[config.mk]
export PLATFORM = sky130hd
export DESIGN_NAME = smtp_reply_line_parser_flat
export DESIGN_NICKNAME = d
export VERILOG_FILES = /design/src/srp_pkg.sv /design/src/srp_req_if.sv /design/src/srp_rsp_if.sv /design/src/srp_parser.sv /design/src/srp_result_fifo.sv /design/src/smtp_reply_line_parser.sv /design/src/flat_wrapper.sv
export SDC_FILE = /design/constraint.sdc
export NUM_CORES = 1
export LEC_CHECK = 0
export ABC_AREA = 0
export BUFFER_PORTS_ARGS = -buffer_cell sky130_fd_sc_hd__buf_4
export CORE_ASPECT_RATIO = 1.1
export CORE_UTILIZATION = 26
export DETAILED_ROUTE_END_ITERATION = 8
export GPL_TIMING_DRIVEN = 0
export PLACE_DENSITY = 0.48
export SYNTH_ARGS = -nofsm -noshare
export SYNTH_HDL_FRONTEND = slang
export SYNTH_SLANG_ARGS = --single-unit
[constraint.sdc]
create_clock -name clock -period 10.8 [get_ports clock]
set_input_delay 1.62 -clock clock [delete_from_list [all_inputs] [get_ports clock]]
set_output_delay 1.62 -clock clock [all_outputs]
set_load 0.03 [all_outputs]
[src/srp_pkg.sv]
// ----------------------------------------------------------------------------
// srp_pkg: shared types and constants of the SMTP reply line parser
// Holds the response record, the parser phase encoding and the byte codes.
// ----------------------------------------------------------------------------
package srp_pkg;

   // Request command codes
   localparam logic CMD_START = 1'b0;
   localparam logic CMD_BYTE  = 1'b1;

   // Accepted reply code range
   localparam logic [9:0] CODE_MIN = 10'd200;
   localparam logic [9:0] CODE_MAX = 10'd559;

   // Byte codes
   localparam logic [7:0] CH_CR   = 8'h0D;
   localparam logic [7:0] CH_LF   = 8'h0A;
   localparam logic [7:0] CH_SP   = 8'h20;
   localparam logic [7:0] CH_DASH = 8'h2D;
   localparam logic [7:0] CH_ZERO = 8'h30;
   localparam logic [7:0] CH_NINE = 8'h39;

   // Default depth of the response queue
   localparam int SRP_FIFO_DEPTH = 4;

   typedef enum logic [6:0] {
      PH_D1    = 7'b0000001,
      PH_D2    = 7'b0000010,
      PH_D3    = 7'b0000100,
      PH_SEP   = 7'b0001000,
      PH_TEXT  = 7'b0010000,
      PH_SEPCR = 7'b0100000,
      PH_HALT  = 7'b1000000
   } phase_type;

   typedef struct packed {
      logic       text_valid;
      logic [7:0] text_char;
      logic       line_end;
      logic       more_lines;
      logic       reply_done;
      logic       reply_error;
      logic [9:0] reply_code;
      logic       last_of_run;
   } result_type;

endpackage

[src/srp_req_if.sv]
// ----------------------------------------------------------------------------
// srp_req_if: request channel of the SMTP reply line parser
// Valid/ready channel carrying one command and one received byte.
// ----------------------------------------------------------------------------
interface srp_req_if;
   logic       valid;
   logic       ready;
   logic       cmd;
   logic [7:0] rx_byte;

   modport source (output valid, output cmd, output rx_byte, input ready);
   modport sink   (input valid, input cmd, input rx_byte, output ready);
endinterface

[src/srp_rsp_if.sv]
// ----------------------------------------------------------------------------
// srp_rsp_if: response channel of the SMTP reply line parser
// Valid/ready channel carrying one parsed text byte and the line status.
// ----------------------------------------------------------------------------
interface srp_rsp_if;
   logic       valid;
   logic       ready;
   logic       text_valid;
   logic [7:0] text_char;
   logic       line_end;
   logic       more_lines;
   logic       reply_done;
   logic       reply_error;
   logic [9:0] reply_code;
   logic       last_of_run;

   modport source (output valid, output text_valid, output text_char, output line_end,
                   output more_lines, output reply_done, output reply_error,
                   output reply_code, output last_of_run, input ready);
   modport sink   (input valid, input text_valid, input text_char, input line_end,
                   input more_lines, input reply_done, input reply_error,
                   input reply_code, input last_of_run, output ready);
endinterface

[src/srp_parser.sv]
// ----------------------------------------------------------------------------
// srp_parser: reply line state machine
// Holds the parse state and works out the one or two responses of a request.
// ----------------------------------------------------------------------------
module srp_parser
   import srp_pkg::*;
(
   input  logic       clock,
   input  logic       reset,
   input  logic       step,
   input  logic       cmd,
   input  logic [7:0] rx_byte,
   output result_type res0,
   output result_type res1,
   output logic       two_results
);

   phase_type  phase_ff, phase_in;
   logic [9:0] accum_ff, accum_in;
   logic [9:0] saved_ff, saved_in;
   logic       cont_ff, cont_in;
   logic       pcr_ff, pcr_in;
   logic       err_ff, err_in;
   logic       fin_ff, fin_in;

   logic        is_digit;
   logic [3:0]  digit;
   logic [9:0]  acc_base;
   logic [13:0] acc_sum;
   logic [9:0]  acc_new;
   logic        le, more, done, tv, first_cr;
   logic [7:0]  tc;

   assign is_digit = (rx_byte >= CH_ZERO) && (rx_byte <= CH_NINE);
   assign digit    = 4'(rx_byte - CH_ZERO);
   assign acc_base = (phase_ff == PH_D1) ? 10'd0 : accum_ff;
   // Times ten as two shifts
   assign acc_sum  = {1'b0, acc_base, 3'b000} + {3'b000, acc_base, 1'b0}
                   + {10'd0, digit};
   assign acc_new  = acc_sum[9:0];

   always_comb begin
      phase_in = phase_ff;
      accum_in = accum_ff;
      saved_in = saved_ff;
      cont_in  = cont_ff;
      pcr_in   = pcr_ff;
      err_in   = err_ff;
      fin_in   = fin_ff;
      le       = 1'b0;
      more     = 1'b0;
      done     = 1'b0;
      tv       = 1'b0;
      tc       = 8'h00;
      first_cr = 1'b0;

      if (cmd == CMD_START) begin
         phase_in = PH_D1;
         accum_in = 10'd0;
         saved_in = 10'd0;
         cont_in  = 1'b0;
         pcr_in   = 1'b0;
         err_in   = 1'b0;
         fin_in   = 1'b0;
      end else if (!(err_ff || fin_ff || phase_ff == PH_HALT)) begin
         case (phase_ff)
            PH_D1, PH_D2: begin
               if (!is_digit) begin
                  err_in   = 1'b1;
                  phase_in = PH_HALT;
               end else begin
                  accum_in = acc_new;
                  phase_in = (phase_ff == PH_D1) ? PH_D2 : PH_D3;
               end
            end
            PH_D3: begin
               if (!is_digit) begin
                  err_in   = 1'b1;
                  phase_in = PH_HALT;
               end else begin
                  accum_in = acc_new;
                  if (acc_new < CODE_MIN || acc_new > CODE_MAX ||
                      (saved_ff != 10'd0 && saved_ff != acc_new)) begin
                     err_in   = 1'b1;
                     phase_in = PH_HALT;
                  end else begin
                     phase_in = PH_SEP;
                  end
               end
            end
            PH_SEP: begin
               if (rx_byte == CH_SP || rx_byte == CH_DASH || rx_byte == CH_CR) begin
                  saved_in = accum_ff;
                  cont_in  = (rx_byte == CH_DASH);
                  pcr_in   = 1'b0;
                  phase_in = (rx_byte == CH_CR) ? PH_SEPCR : PH_TEXT;
               end else begin
                  err_in   = 1'b1;
                  phase_in = PH_HALT;
               end
            end
            PH_SEPCR: begin
               if (rx_byte == CH_LF) begin
                  le = 1'b1;
               end else begin
                  // The CR was not a line end after all: it is dropped
                  phase_in = PH_TEXT;
                  if (rx_byte == CH_CR) begin
                     pcr_in = 1'b1;
                  end else begin
                     tv = 1'b1;
                     tc = rx_byte;
                  end
               end
            end
            PH_TEXT: begin
               if (pcr_ff) begin
                  if (rx_byte == CH_LF) begin
                     pcr_in = 1'b0;
                     le     = 1'b1;
                  end else begin
                     // The held CR goes out as text before this byte
                     first_cr = 1'b1;
                     if (rx_byte != CH_CR) begin
                        pcr_in = 1'b0;
                        tv     = 1'b1;
                        tc     = rx_byte;
                     end
                  end
               end else if (rx_byte == CH_CR) begin
                  pcr_in = 1'b1;
               end else begin
                  tv = 1'b1;
                  tc = rx_byte;
               end
            end
            default: begin
            end
         endcase

         if (le) begin
            more = cont_ff;
            if (cont_ff) begin
               phase_in = PH_D1;
            end else begin
               done     = 1'b1;
               fin_in   = 1'b1;
               phase_in = PH_HALT;
            end
         end
      end
   end

   always_comb begin
      res1.text_valid  = tv;
      res1.text_char   = tc;
      res1.line_end    = 1'b0;
      res1.more_lines  = 1'b0;
      res1.reply_done  = 1'b0;
      res1.reply_error = err_in;
      res1.reply_code  = saved_in;
      res1.last_of_run = 1'b1;

      if (first_cr) begin
         res0.text_valid  = 1'b1;
         res0.text_char   = CH_CR;
         res0.line_end    = 1'b0;
         res0.more_lines  = 1'b0;
         res0.reply_done  = 1'b0;
         res0.last_of_run = !tv;
      end else begin
         res0.text_valid  = tv;
         res0.text_char   = tc;
         res0.line_end    = le;
         res0.more_lines  = more;
         res0.reply_done  = done;
         res0.last_of_run = 1'b1;
      end
      res0.reply_error = err_in;
      res0.reply_code  = saved_in;
   end

   assign two_results = first_cr && tv;

   always_ff @(posedge clock) begin
      if (reset) begin
         phase_ff <= PH_D1;
         accum_ff <= 10'd0;
         saved_ff <= 10'd0;
         cont_ff  <= 1'b0;
         pcr_ff   <= 1'b0;
         err_ff   <= 1'b0;
         fin_ff   <= 1'b0;
      end else if (step) begin
         phase_ff <= phase_in;
         accum_ff <= accum_in;
         saved_ff <= saved_in;
         cont_ff  <= cont_in;
         pcr_ff   <= pcr_in;
         err_ff   <= err_in;
         fin_ff   <= fin_in;
      end
   end

   a_two_only_after_cr: assert property (@(posedge clock) disable iff (reset)
      two_results |-> (phase_ff == PH_TEXT) && pcr_ff && (cmd == CMD_BYTE))
      else $error("two responses outside a held CR in text");

   a_error_sticky: assert property (@(posedge clock) disable iff (reset)
      (step && cmd == CMD_BYTE && err_ff) |=> err_ff)
      else $error("error flag dropped without a start request");

endmodule

[src/srp_result_fifo.sv]
// ----------------------------------------------------------------------------
// srp_result_fifo: response queue
// Takes one or two responses per cycle and hands them out one at a time.
// ----------------------------------------------------------------------------
module srp_result_fifo
   import srp_pkg::*;
#(
   parameter int Depth = SRP_FIFO_DEPTH
) (
   input  logic       clock,
   input  logic       reset,
   input  logic       push,
   input  logic       push_two,
   input  result_type data0,
   input  result_type data1,
   output logic       has_room,
   srp_rsp_if.source  rsp_bus
);

   localparam int PtrW = (Depth > 2) ? $clog2(Depth) : 1;
   localparam int CntW = $clog2(Depth + 1);

   result_type mem_ff [Depth];

   logic [PtrW-1:0] wr_ff, wr_in, rd_ff, rd_in;
   logic [PtrW-1:0] wr_next, wr_next2, rd_next;
   logic [CntW-1:0] count_ff, count_in;
   logic [CntW-1:0] add_n;
   logic            pop;
   result_type      head;

   function automatic logic [PtrW-1:0] ptr_inc(input logic [PtrW-1:0] p);
      ptr_inc = (p == PtrW'(Depth - 1)) ? '0 : p + 1'b1;
   endfunction

   assign wr_next  = ptr_inc(wr_ff);
   assign wr_next2 = ptr_inc(wr_next);
   assign rd_next  = ptr_inc(rd_ff);

   assign head     = mem_ff[rd_ff];
   assign pop      = rsp_bus.valid && rsp_bus.ready;
   // Room for a two-response request, whatever leaves this cycle
   assign has_room = count_ff <= CntW'(Depth - 2);

   assign add_n    = push ? (push_two ? CntW'(2) : CntW'(1)) : '0;
   assign count_in = count_ff + add_n - CntW'(pop);
   assign wr_in    = push ? (push_two ? wr_next2 : wr_next) : wr_ff;
   assign rd_in    = pop ? rd_next : rd_ff;

   always_ff @(posedge clock) begin
      if (push) begin
         mem_ff[wr_ff] <= data0;
      end
      if (push && push_two) begin
         mem_ff[wr_next] <= data1;
      end
   end

   always_ff @(posedge clock) begin
      if (reset) begin
         wr_ff    <= '0;
         rd_ff    <= '0;
         count_ff <= '0;
      end else begin
         wr_ff    <= wr_in;
         rd_ff    <= rd_in;
         count_ff <= count_in;
      end
   end

   assign rsp_bus.valid       = count_ff != '0;
   assign rsp_bus.text_valid  = head.text_valid;
   assign rsp_bus.text_char   = head.text_char;
   assign rsp_bus.line_end    = head.line_end;
   assign rsp_bus.more_lines  = head.more_lines;
   assign rsp_bus.reply_done  = head.reply_done;
   assign rsp_bus.reply_error = head.reply_error;
   assign rsp_bus.reply_code  = head.reply_code;
   assign rsp_bus.last_of_run = head.last_of_run;

   a_no_overflow: assert property (@(posedge clock) disable iff (reset)
      count_ff <= CntW'(Depth))
      else $error("response queue holds more than its depth");

   a_push_with_room: assert property (@(posedge clock) disable iff (reset)
      push |-> count_ff <= CntW'(Depth - 2))
      else $error("response pushed without room for two");

   a_empty_after_reset: assert property (@(posedge clock)
      $past(reset) |-> (count_ff == '0) && !rsp_bus.valid)
      else $error("response queue not empty after reset");

endmodule

[src/smtp_reply_line_parser.sv]
// ----------------------------------------------------------------------------
// smtp_reply_line_parser: SMTP reply line parser, top level
// Request register, reply line state machine and response queue.
// ----------------------------------------------------------------------------
// Each request is a start command or one received byte; the block takes one
// request per clock while the queue has room. A request is held in an input
// register and parsed once the queue has room for its responses, which then
// enter a queue of FifoDepth entries and are offered from there.
// Most requests give one response. A byte in the text that follows a held
// CR and is neither CR nor LF gives two (the CR, then the byte); as the
// queue hands out one response per cycle while the sink is ready, such a
// request takes an extra slot of output bandwidth. The request side
// stalls only while the queue has room for fewer than two responses. The
// last response of each request carries last_of_run.
module smtp_reply_line_parser
   import srp_pkg::*;
#(
   parameter int FifoDepth = SRP_FIFO_DEPTH
) (
   input  logic      clock,
   input  logic      reset,
   srp_req_if.sink   req_bus,
   srp_rsp_if.source rsp_bus
);

   logic       in_valid_ff, in_valid_in;
   logic       in_cmd_ff;
   logic [7:0] in_byte_ff;
   logic       accept;
   logic       step;
   logic       has_room;
   logic       two_results;
   result_type res0, res1;

   assign step          = in_valid_ff && has_room;
   assign req_bus.ready = !in_valid_ff || step;
   assign accept        = req_bus.valid && req_bus.ready;
   assign in_valid_in   = accept ? 1'b1 : (step ? 1'b0 : in_valid_ff);

   always_ff @(posedge clock) begin
      if (reset) begin
         in_valid_ff <= 1'b0;
      end else begin
         in_valid_ff <= in_valid_in;
      end
   end

   always_ff @(posedge clock) begin
      if (accept) begin
         in_cmd_ff  <= req_bus.cmd;
         in_byte_ff <= req_bus.rx_byte;
      end
   end

   srp_parser u_parser (
      .clock       (clock),
      .reset       (reset),
      .step        (step),
      .cmd         (in_cmd_ff),
      .rx_byte     (in_byte_ff),
      .res0        (res0),
      .res1        (res1),
      .two_results (two_results)
   );

   srp_result_fifo #(
      .Depth (FifoDepth)
   ) u_fifo (
      .clock    (clock),
      .reset    (reset),
      .push     (step),
      .push_two (two_results),
      .data0    (res0),
      .data1    (res1),
      .has_room (has_room),
      .rsp_bus  (rsp_bus)
   );

endmodule
[src/flat_wrapper.sv]
// flat-port wrapper written by rule: the top's interface ports become plain ports
module smtp_reply_line_parser_flat import srp_pkg::*;
#(
   parameter int FifoDepth = SRP_FIFO_DEPTH
)
  (clock, reset, req_bus_valid, req_bus_cmd, req_bus_rx_byte, req_bus_ready, rsp_bus_valid, rsp_bus_text_valid, rsp_bus_text_char, rsp_bus_line_end, rsp_bus_more_lines, rsp_bus_reply_done, rsp_bus_reply_error, rsp_bus_reply_code, rsp_bus_last_of_run, rsp_bus_ready);
  srp_req_if req_bus_i ();
  srp_rsp_if rsp_bus_i ();
  input  logic clock;
  input  logic reset;
  input wire logic [$bits(req_bus_i.valid)-1:0] req_bus_valid;
  input wire logic [$bits(req_bus_i.cmd)-1:0] req_bus_cmd;
  input wire logic [$bits(req_bus_i.rx_byte)-1:0] req_bus_rx_byte;
  output wire logic [$bits(req_bus_i.ready)-1:0] req_bus_ready;
  output wire logic [$bits(rsp_bus_i.valid)-1:0] rsp_bus_valid;
  output wire logic [$bits(rsp_bus_i.text_valid)-1:0] rsp_bus_text_valid;
  output wire logic [$bits(rsp_bus_i.text_char)-1:0] rsp_bus_text_char;
  output wire logic [$bits(rsp_bus_i.line_end)-1:0] rsp_bus_line_end;
  output wire logic [$bits(rsp_bus_i.more_lines)-1:0] rsp_bus_more_lines;
  output wire logic [$bits(rsp_bus_i.reply_done)-1:0] rsp_bus_reply_done;
  output wire logic [$bits(rsp_bus_i.reply_error)-1:0] rsp_bus_reply_error;
  output wire logic [$bits(rsp_bus_i.reply_code)-1:0] rsp_bus_reply_code;
  output wire logic [$bits(rsp_bus_i.last_of_run)-1:0] rsp_bus_last_of_run;
  input wire logic [$bits(rsp_bus_i.ready)-1:0] rsp_bus_ready;
  assign req_bus_i.valid = req_bus_valid;
  assign req_bus_i.cmd = req_bus_cmd;
  assign req_bus_i.rx_byte = req_bus_rx_byte;
  assign req_bus_ready = req_bus_i.ready;
  assign rsp_bus_valid = rsp_bus_i.valid;
  assign rsp_bus_text_valid = rsp_bus_i.text_valid;
  assign rsp_bus_text_char = rsp_bus_i.text_char;
  assign rsp_bus_line_end = rsp_bus_i.line_end;
  assign rsp_bus_more_lines = rsp_bus_i.more_lines;
  assign rsp_bus_reply_done = rsp_bus_i.reply_done;
  assign rsp_bus_reply_error = rsp_bus_i.reply_error;
  assign rsp_bus_reply_code = rsp_bus_i.reply_code;
  assign rsp_bus_last_of_run = rsp_bus_i.last_of_run;
  assign rsp_bus_i.ready = rsp_bus_ready;
  smtp_reply_line_parser #(.FifoDepth(FifoDepth)) u_core (.clock(clock), .reset(reset), .req_bus(req_bus_i), .rsp_bus(rsp_bus_i));
endmodule
==> results of run 1 <==
state kept, by name (all words and copies together), names as in the netlist, named ones only:
signal,count
u_core.in_valid_ff,1
u_core.in_byte_ff,8
u_core.u_parser.cont_ff,1
u_core.u_parser.phase_ff,7
u_core.u_parser.saved_ff,10
u_core.u_fifo.wr_ff,2
u_core.u_parser.err_ff,1
u_core.u_parser.fin_ff,1
u_core.u_fifo.count_ff,3
u_core.u_fifo.rd_ff,2
u_core.in_cmd_ff,1
u_core.u_parser.accum_ff,10
u_core.u_parser.pcr_ff,1
u_core.u_fifo.mem_ff,96
critical path: cells and delay by family (launching register included):
kind | cells | cell delay (ns)
AND/OR/NAND/NOR | 4 | 1.61
AO/OA/AOI/OAI | 5 | 1.33
flip-flops | 1 | 0.29
adder cells (fa/ha/maj) | 3 | 0.84
XOR/XNOR | 2 | 0.63
buffers and inverters | 2 | 0.22
cells by family after synthesis:
| family | after synthesis | share of synthesized area [%] |
|---|---|---|
| AO/OA/AOI/OAI | 140 | 11.62 |
| buffers and inverters | 62 | 3.425 |
| AND/OR/NAND/NOR | 303 | 19.01 |
| XOR/XNOR | 25 | 3.393 |
| adder cells (fa/ha/maj) | 25 | 4.233 |
| multiplexers | 39 | 9.079 |
| flip-flops | 146 | 49.24 |
per-stage QoR:
step                      instance area [sq um]  hold WS (ns)
after CTS                                  9117        0.4524
after global routing                       9117        0.4800
after floorplan                            7745        0.4186
after detailed placement                   8491        0.4380
after global placement                     8491        0.4344
final                                      9117        0.4559
placed cells by master (no fill, tap or decap), types with 8 or more instances in the layout:
cell	synthesis	final
nor2b_1	11	11
edfxtp_1	89	89
o21a_1	8	8
nand3_1	10	10
nor2_1	119	119
xnor2_1	15	15
o21ai_0	23	23
buf_2	13	13
or3_1	9	9
nor2_2	8	8
clkbuf_1	18	18
and2_1	13	13
inv_1	21	21
a21oi_1	51	51
nor3_1	10	10
mux2_2	10	10
ha_1	23	23
nor4_1	9	9
nand2_1	70	70
clkbuf_16	0	17
a22oi_1	13	13
mux4_2	24	24
dfxtp_1	57	57
buf_4	0	38
metal layers:
metal,share of wire (%),wire [um]
met1,48,9721
met5,0,0
met4,0.92,186
met3,3.2,639
met2,48,9578
worst min path at each step:
| stage | endpoint | depth (start not counted) |
|---|---|---|
| 2_1_floorplan | u_core.u_fifo.mem_ff[2][0] | 2 |
| 3_3_place_gp | u_core.u_fifo.mem_ff[2][13] | 2 |
| 3_5_place_dp | u_core.u_fifo.mem_ff[2][0] | 2 |
| 4_1_cts | u_core.u_fifo.mem_ff[2][0] | 2 |
| 5_1_grt | u_core.u_parser.accum_ff[9] | 2 |
| 6_report | u_core.u_fifo.mem_ff[2][0] | 2 |
final cells by class:
class                   instances  area (sq um)  area share, %
multi-input cells             532          3666          40.21
repair buffers                 38         285.3          3.129
clock inverters                14         201.4          2.209
flip-flops and latches        146          3814          41.83
inverters                      21         78.83         0.8646
clock buffers                  17         425.4          4.666
plain buffers                  41         186.4          2.045
well taps                     368         460.4          5.050
cells in the mapped netlist (3+ instances only):
cell      instances  area [sq um]
nor2_1          119         446.7
edfxtp_1         89          2673
nand2_1          70         262.8
dfxtp_1          57          1141
a21oi_1          51         255.2
mux4_2           24         540.5
ha_1             23         287.8
o21ai_0          23         115.1
inv_1            21         78.83
clkbuf_1         18         67.56
xnor2_1          15         131.4
a22oi_1          13         97.59
and2_1           13         81.33
buf_2            13         65.06
nor2b_1          11         68.82
mux2_2           10         112.6
nand3_1          10         50.05
nor3_1           10         50.05
nor4_1            9         56.30
or3_1             9         56.30
nor2_2            8         50.05
o21a_1            8         60.06
buf_1             7         26.28
nand2b_1          7         43.79
xor2_1            7         61.31
a21o_1            6         45.04
a22o_1            6         52.55
nand2_2           6         37.54
and3_1            5         31.28
mux2i_1           5         50.05
or2_2             5         31.28
or4_1             5         37.54
a211oi_1          3         22.52
nand3b_1          3         22.52
o21ai_1           3         15.01
or3_4             3         33.78
power groups by stage:
stage	sequential [mW]	clock, mW	combinational, mW
final	0.656	0.637	0.385
after global routing	0.662	0.673	0.419
after CTS	0.656	0.650	0.393
after detailed placement	0.668	0	0.391
after global placement	0.668	0	0.390
after floorplan	0.659	0	0.274
==> results.md, run 1 <==
- The sequential cell fraction of total power is 39.1%.
- Of the total power, combinational logic draws ~23%.
- The H-tree generated during clock tree synthesis spans 4 levels.
- The initial core utilization is approximately 27%.
- Prior to clock tree synthesis, the placed netlist has a worst setup slack of roughly 5.6 ns.
- After detailed routing, the number of remaining DRC violations is 6.
- Measured along the y axis, the die boundary spans about 180 um.
- The fraction of the cycle the final worst path needs is 48.21%.
- The detailed-route wire length per cell is between 15 and 20 um.
- Fill cells in the final layout number approximately 3,000.
- The worst register-to-register path begins at u_core.u_parser.phase_ff[4].
- The startpoint of the worst hold path is u_core.u_fifo.mem_ff[2][0].
- The internal cell power is about 1.2 mW.
- The final layout contains 835 nets.
- The later pin in the worst-skew pair is clocked with a latency of between 0.4 and 0.5 ns.
- In this run the deepest clock path goes through 2 buffers.
- In this run the cell area of the synthesized design comes to approximately 7700 sq um.
- The largest single stage delay on the critical path is around 0.57 ns.
- The largest net degree at the start of global routing is 22.
- The TritonCTS clock tree is yes.
- In the synthesized netlist, the number of instances is 740.
- The most used flip-flop cell after synthesis is edfxtp_1.
- The number of warnings printed during yosys synthesis is 0.
- Clock tree synthesis inserted a total of 17 buffers.
- Across the run, the number of max-cap violations was 0.
- The proportion of total power due to net switching is between 30% and 40%.
- The via count is 5,649.
- STA puts the critical path data required time at between 10 and 15 ns.
- The slew at the pin with the worst max-slew slack is ~1.1 ns.
- Global routing used between 10 and 15% of the available tracks.
- The source of the critical timing path is u_core.u_parser.phase_ff[4].
- The global-route met2 utilization is 22.69%.
- Excluding fillers, the count of instances in the completed layout stands at between 1,000 and 1,500.
- The static power due to leakage is 3.254 nW.
- The endpoint class of the critical path is a register.
- The number of nets in the synthesized netlist is between 700 and 800.
- The analysis attributes to net switching a power of 0.5064 mW.
- The final setup slack of the worst path is about 5.6 ns.
- The setup TNS after final layout is 0 ns.
- The post-synthesis async set-or-reset flop share is 0%.
- The worst setup path is of the register to register kind.
- The number of enable flip-flop cells after synthesis is a little under 90.
- The area enclosed by the die boundary is just over 30,000 sq um.
- The port buffer count is 38.
- Traced cell by cell, the critical path runs through clkbuf_2, nor4_4, nand2_1, and2_1, ha_1, ha_1, inv_1, fa_1, xnor2_1, xnor2_1, o2111ai_1, a311o_1, or4_1, o211a_1, o31ai_1, a21oi_1.
- For met3 alone, demand over resource in global routing was between 2 and 2.5%.
- The final wirelength is 20,130 um.
- The final hold violation count is 0.
- The congestion estimate from routability-driven global placement came to about 0.8.
- The post-synthesis average cell area is between 10 and 15 sq um.
- The residual antenna-violating net count after detailed routing is 0.
- The die is 166.6 um wide.
- The first routing iteration left around 340 violations.
- The via count of the first global-routing pass is between 5,000 and 6,000.
- The top fanout value on the critical path is 9.
- After synthesis, flip-flops and latches occupy between 40% and 50% of the total area.
- The flow ran to the end, but the final reports show violations.
- The data arrival time at the worst-slack endpoint is between 5 and 6 ns.
- The number of setup violations in the final report is 0.
- In the final layout, the share of cells above drive strength 1 is between 10% and 20%.
- The overall power after layout is about 1.7 mW.
- The synthesized design contains around 150 register bits.
- In this run the power density over the cells is approximately 180 nW/um^2.
- The endpoint of the most critical setup path is u_core.u_fifo.mem_ff[1][11].
- The number of vias per cell after detailed routing is around 4.8.
- The type of element launching the critical path is a register.
- The buffer type at the clock tree root is clkbuf_16.
- Post-CTS repair changed the size of 0 cells.
- The final reports fail on design-rule violations.
- Synthesis instantiated 71 different standard cells from the library.
- The end-of-flow core utilization is 31.49%.
- The headroom to the max-slew limit is 26.75%.
- The worst hold path class is register to register.
- 0 antenna diodes ended up in the layout.
- The hold buffer count at CTS is 0.
- The peak-usage layer in the global routing report is met2.
- The placed wire-length estimate after detailed placement is about 15,000 um.
- The core region area is between 20,000 and 30,000 sq um.
- The peak supply drop is slightly below 100 uV.
- The number of cell rows is between 60 and 70.
- The total setup buffers inserted after CTS is 0.
- The number of pins exceeding their max-slew limit in the final report is 0.
- The setup slack of the most critical reg-to-reg path is 5.59 ns.
- The number of antenna violations at the first check in global routing is 0.
- The top-level port count is 39.
- Counting cells, the worst reg-to-reg path comes to 16.
- From synthesis to final layout, the design area changed by 17.72%.
- The count of TritonRoute iterations in the first routing pass is 7.
- The clock network accounts for a little under two fifths of the total power.
- The worst setup skew after layout is between 0.01 and 0.015 ns.
- For this run, global-route usage on met1 was measured as roughly a fifth.
- Counting tap cells, the placed design contains a total of about 1,100 instances.
- The critical register-to-register path endpoint is u_core.u_fifo.mem_ff[1][11].
- The count of clock tree sinks is around 150.
- The slowest stage of the critical path is the or4_1 cell.
- The maximum operating frequency is a little under 200 MHz.
- The total congestion overflow after global routing is 0.
- Setup repair after global routing left no endpoint under its margin.
- The register clock-pin slew on the reported worst setup and hold paths is 0.06 ns.
- The time the worst path needs with I/O delays and setup is around 5.2 ns.
- The global-route wire length before repair is 32,230 um.
Power figures use the tool's default switching activity.
==> run 2: changes to the inputs <==
==> constraint.sdc (replaced) <==
create_clock -name clock -period 5.26 [get_ports clock]
set_input_delay 0.789 -clock clock [delete_from_list [all_inputs] [get_ports clock]]
set_output_delay 0.789 -clock clock [all_outputs]
set_load 0.03 [all_outputs]
==> results.md, run 2 (synthesized netlist as in run 1, its figures left out) <==
- Result of the run: complete, but fails checks (unchanged).
- Violated checks: design-rule violations (unchanged).
- The number of flip-flops under the largest register name came to 96 (unchanged).
- The number of inserted diodes came to 0 (unchanged).
- The area of placed instances was 8491 sq um (unchanged).
- The slew at the pin with the worst max-slew slack is 1.083 ns (was 1.090 ns).
- The number of H-tree branching levels came to 4 (unchanged).
- The proportion of total power due to net switching is 30.25% (was 30.18%).
- The time the worst path needs with I/O delays and setup came to 4.905 ns (was 5.206 ns).
- The placed wire-length estimate after detailed placement is 14,650 um (unchanged).
- The fraction of the cycle the final worst path needs came to 93.25% (was 48.21%).
- The port buffer count is 38 (unchanged).
- The required time of the critical path is 5.41 ns (was 10.95 ns).
- The most frequent standard cell in the layout excluding fill and tap cells is nor2_1 (unchanged).
- The final setup slack of the worst path is 0.3548 ns (was 5.594 ns).
- The via count is 5,657 (was 5,649).
- The number of violations of the max-capacitance limit came to 0 (unchanged).
- The number of gates resized after cts is 0 (unchanged).
- The type of element launching the critical path was a register (unchanged).
- The internal cell power is 2.404 mW (was 1.172 mW).
- The floorplan die height is 183.0 um (unchanged).
- The worst hold path class is register to register (unchanged).
- Largest registers in the final layout: u_core.u_fifo.mem_ff (96), u_core.u_parser.accum_ff (10), u_core.u_parser.saved_ff (10) (unchanged).
- The number of cell rows is 65 (unchanged).
- The residual DRC count came to 6 (unchanged).
- The headroom to the max-slew limit is 27.24% (was 26.75%).
- The overall power after layout is 3.446 mW (was 1.678 mW).
- The peak supply drop is 206.5 uV (was 98.66 uV).
- Most frequent cells in the layout: nor2_1, edfxtp_1, nand2_1 (unchanged).
- The endpoint class of the critical path is a register (unchanged).
- The count of routing violations after the opening detailed-route iteration was 321 (was 342).
- The worst setup skew after layout is 0.01056 ns (was 0.01005 ns).
- The end-of-flow core utilization is 31.56% (was 31.49%).
- The power density normalized to cell area is 377.2 nW/um^2 (was 184.0 nW/um^2).
- The count of clock tree sinks is 146 (unchanged).
- The total setup buffers inserted after CTS was 0 (unchanged).
- The number of setup violations in the final report is 0 (unchanged).
- The largest net degree at the start of global routing is 22 (unchanged).
- The sequential cell fraction of total power came to 39.0% (was 39.1%).
- The area enclosed by the die boundary is 30,480 sq um (unchanged).
- The number of buffers inserted during clock tree synthesis is 17 (unchanged).
- The overall fraction of global-route tracks in use was 13.86% (unchanged).
- The TritonCTS clock tree is yes (unchanged).
- The layout-stage area growth over the synthesis result came to 17.98% (was 17.72%).
- The number of pins exceeding their max-slew limit in the final report came to 0 (unchanged).
- The hold buffer count at CTS is 0 (unchanged).
- The net switching power is 1.043 mW (was 0.5064 mW).
- The initial core utilization is 26.75% (unchanged).
- The largest buffer count on any clock path is 2 (unchanged).
- The critical path class is register to register (unchanged).
- The core region area was 28,950 sq um (unchanged).
- The top-level port count came to 39 (unchanged).
- The data arrival time at the worst-slack endpoint is 5.06 ns (was 5.35 ns).
- The share of post-route cells with drive strength above 1 came to 19.04% (was 18.54%).
- The register clock-pin slew on the reported worst setup and hold paths came to 0.06 ns (about the same).
- The buffer type at the clock tree root was clkbuf_16 (unchanged).
- The share of power burned in combinational logic came to 22.9% (about the same).
- The chip width came to 166.6 um (unchanged).
- The setup TNS after final layout is 0 ns (unchanged).
- The number of vias per cell after detailed routing is 4.806 (was 4.799).
- Unrepaired setup endpoints after global routing: false (unchanged).
- The number of nets in the layout was 835 (unchanged).
- The post-placement worst setup slack came to 0.02633 ns (was 5.566 ns).
- The via count of the first global-routing pass came to 5,586 (unchanged).
- The top fanout value on the critical path came to 9 (unchanged).
- The post-route cell area is 9138 sq um (was 9117 sq um).
- The total congestion overflow after global routing is 0 (unchanged).
- The final wirelength was 20,160 um (was 20,130 um).
- The residual antenna-violating net count after detailed routing was 0 (unchanged).
- The global-route wire length before repair is 32,230 um (unchanged).
- The top register by number of flip-flops is u_core.u_fifo.mem_ff (unchanged).
- The detailed-route wire length per cell is 17.13 um (was 17.10 um).
- The clock latency at the later pin of the worst-skew pair came to 0.43 ns (was 0.42 ns).
- The clock share of power is 38.0% (about the same).
- The maximum operating frequency is 203.9 MHz (was 192.1 MHz).
- The number of antenna violations at the first check in global routing was 0 (unchanged).
- The count of TritonRoute iterations in the first routing pass came to 7 (unchanged).
- The final hold violation count is 0 (unchanged).
- The static power due to leakage is 3.310 nW (was 3.254 nW).
- The routability-driven placement congestion ratio is 0.7920 (unchanged).
run 2: power groups by stage:
stage / clock [mW] / combinational [mW] / sequential (mW)
after global routing: 1.38 / 0.862 / 1.36
final: 1.31 / 0.791 / 1.34
after detailed placement: 0 / 0.801 / 1.37
after CTS: 1.33 / 0.804 / 1.35
after floorplan: 0 / 0.560 / 1.35
after global placement: 0 / 0.799 / 1.37
run 2: cell type report:
cell class / count / area (sq um)
Tap cell: 368 / 460.4
Clock inverter: 14 / 201.4
Sequential cell: 146 / 3814
Clock buffer: 17 / 425.4
Multi-Input combinational cell: 532 / 3686
Fill cell: 2990 / 19820
Buffer: 41 / 186.4
Inverter: 21 / 78.83
Timing Repair Buffer: 38 / 285.3
run 2: metal layers:
layer / routed length [um] / global-route usage (%) / vias up
li1: - / - / 2791
met1: 9687 / 18.79 / 2763
met2: 9571 / 22.69 / 86
met3: 663 / 2.266 / 17
met4: 238 / 4.111 / 0
met5: 0 / 0 / -
run 2: worst paths after layout:
check,start,end,slack (ns),cells past startpoint
max,u_core.u_parser.phase_ff[4],u_core.u_fifo.mem_ff[2][11],0.35,16
min,u_core.u_fifo.mem_ff[2][12],u_core.u_fifo.mem_ff[2][12],0.45,2
max reg2reg,u_core.u_parser.phase_ff[4],u_core.u_fifo.mem_ff[2][11],0.35,16
min reg2reg,u_core.u_fifo.mem_ff[2][12],u_core.u_fifo.mem_ff[2][12],0.45,2
run 2: stage by stage:
step	hold WS, ns	cells
after floorplan	0.4186	740
after global placement	0.4344	1146
after detailed placement	0.4380	1146
after CTS	0.4524	1177
after global routing	0.4800	1177
final	0.4545	1177
run 2: critical path: stages (launching register included):
cell and delay, ns:
dfxtp_1 0.29, clkbuf_2 0.18, nor4_4 0.46, nand2_2 0.22, and2_1 0.26, ha_1 0.30
ha_1 0.21, inv_1 0.07, fa_1 0.47, xnor2_1 0.16, nor3_1 0.25, o2111ai_1 0.14
a311o_1 0.28, or4_1 0.57, o211a_1 0.26, o31ai_2 0.38, a21oi_1 0.13
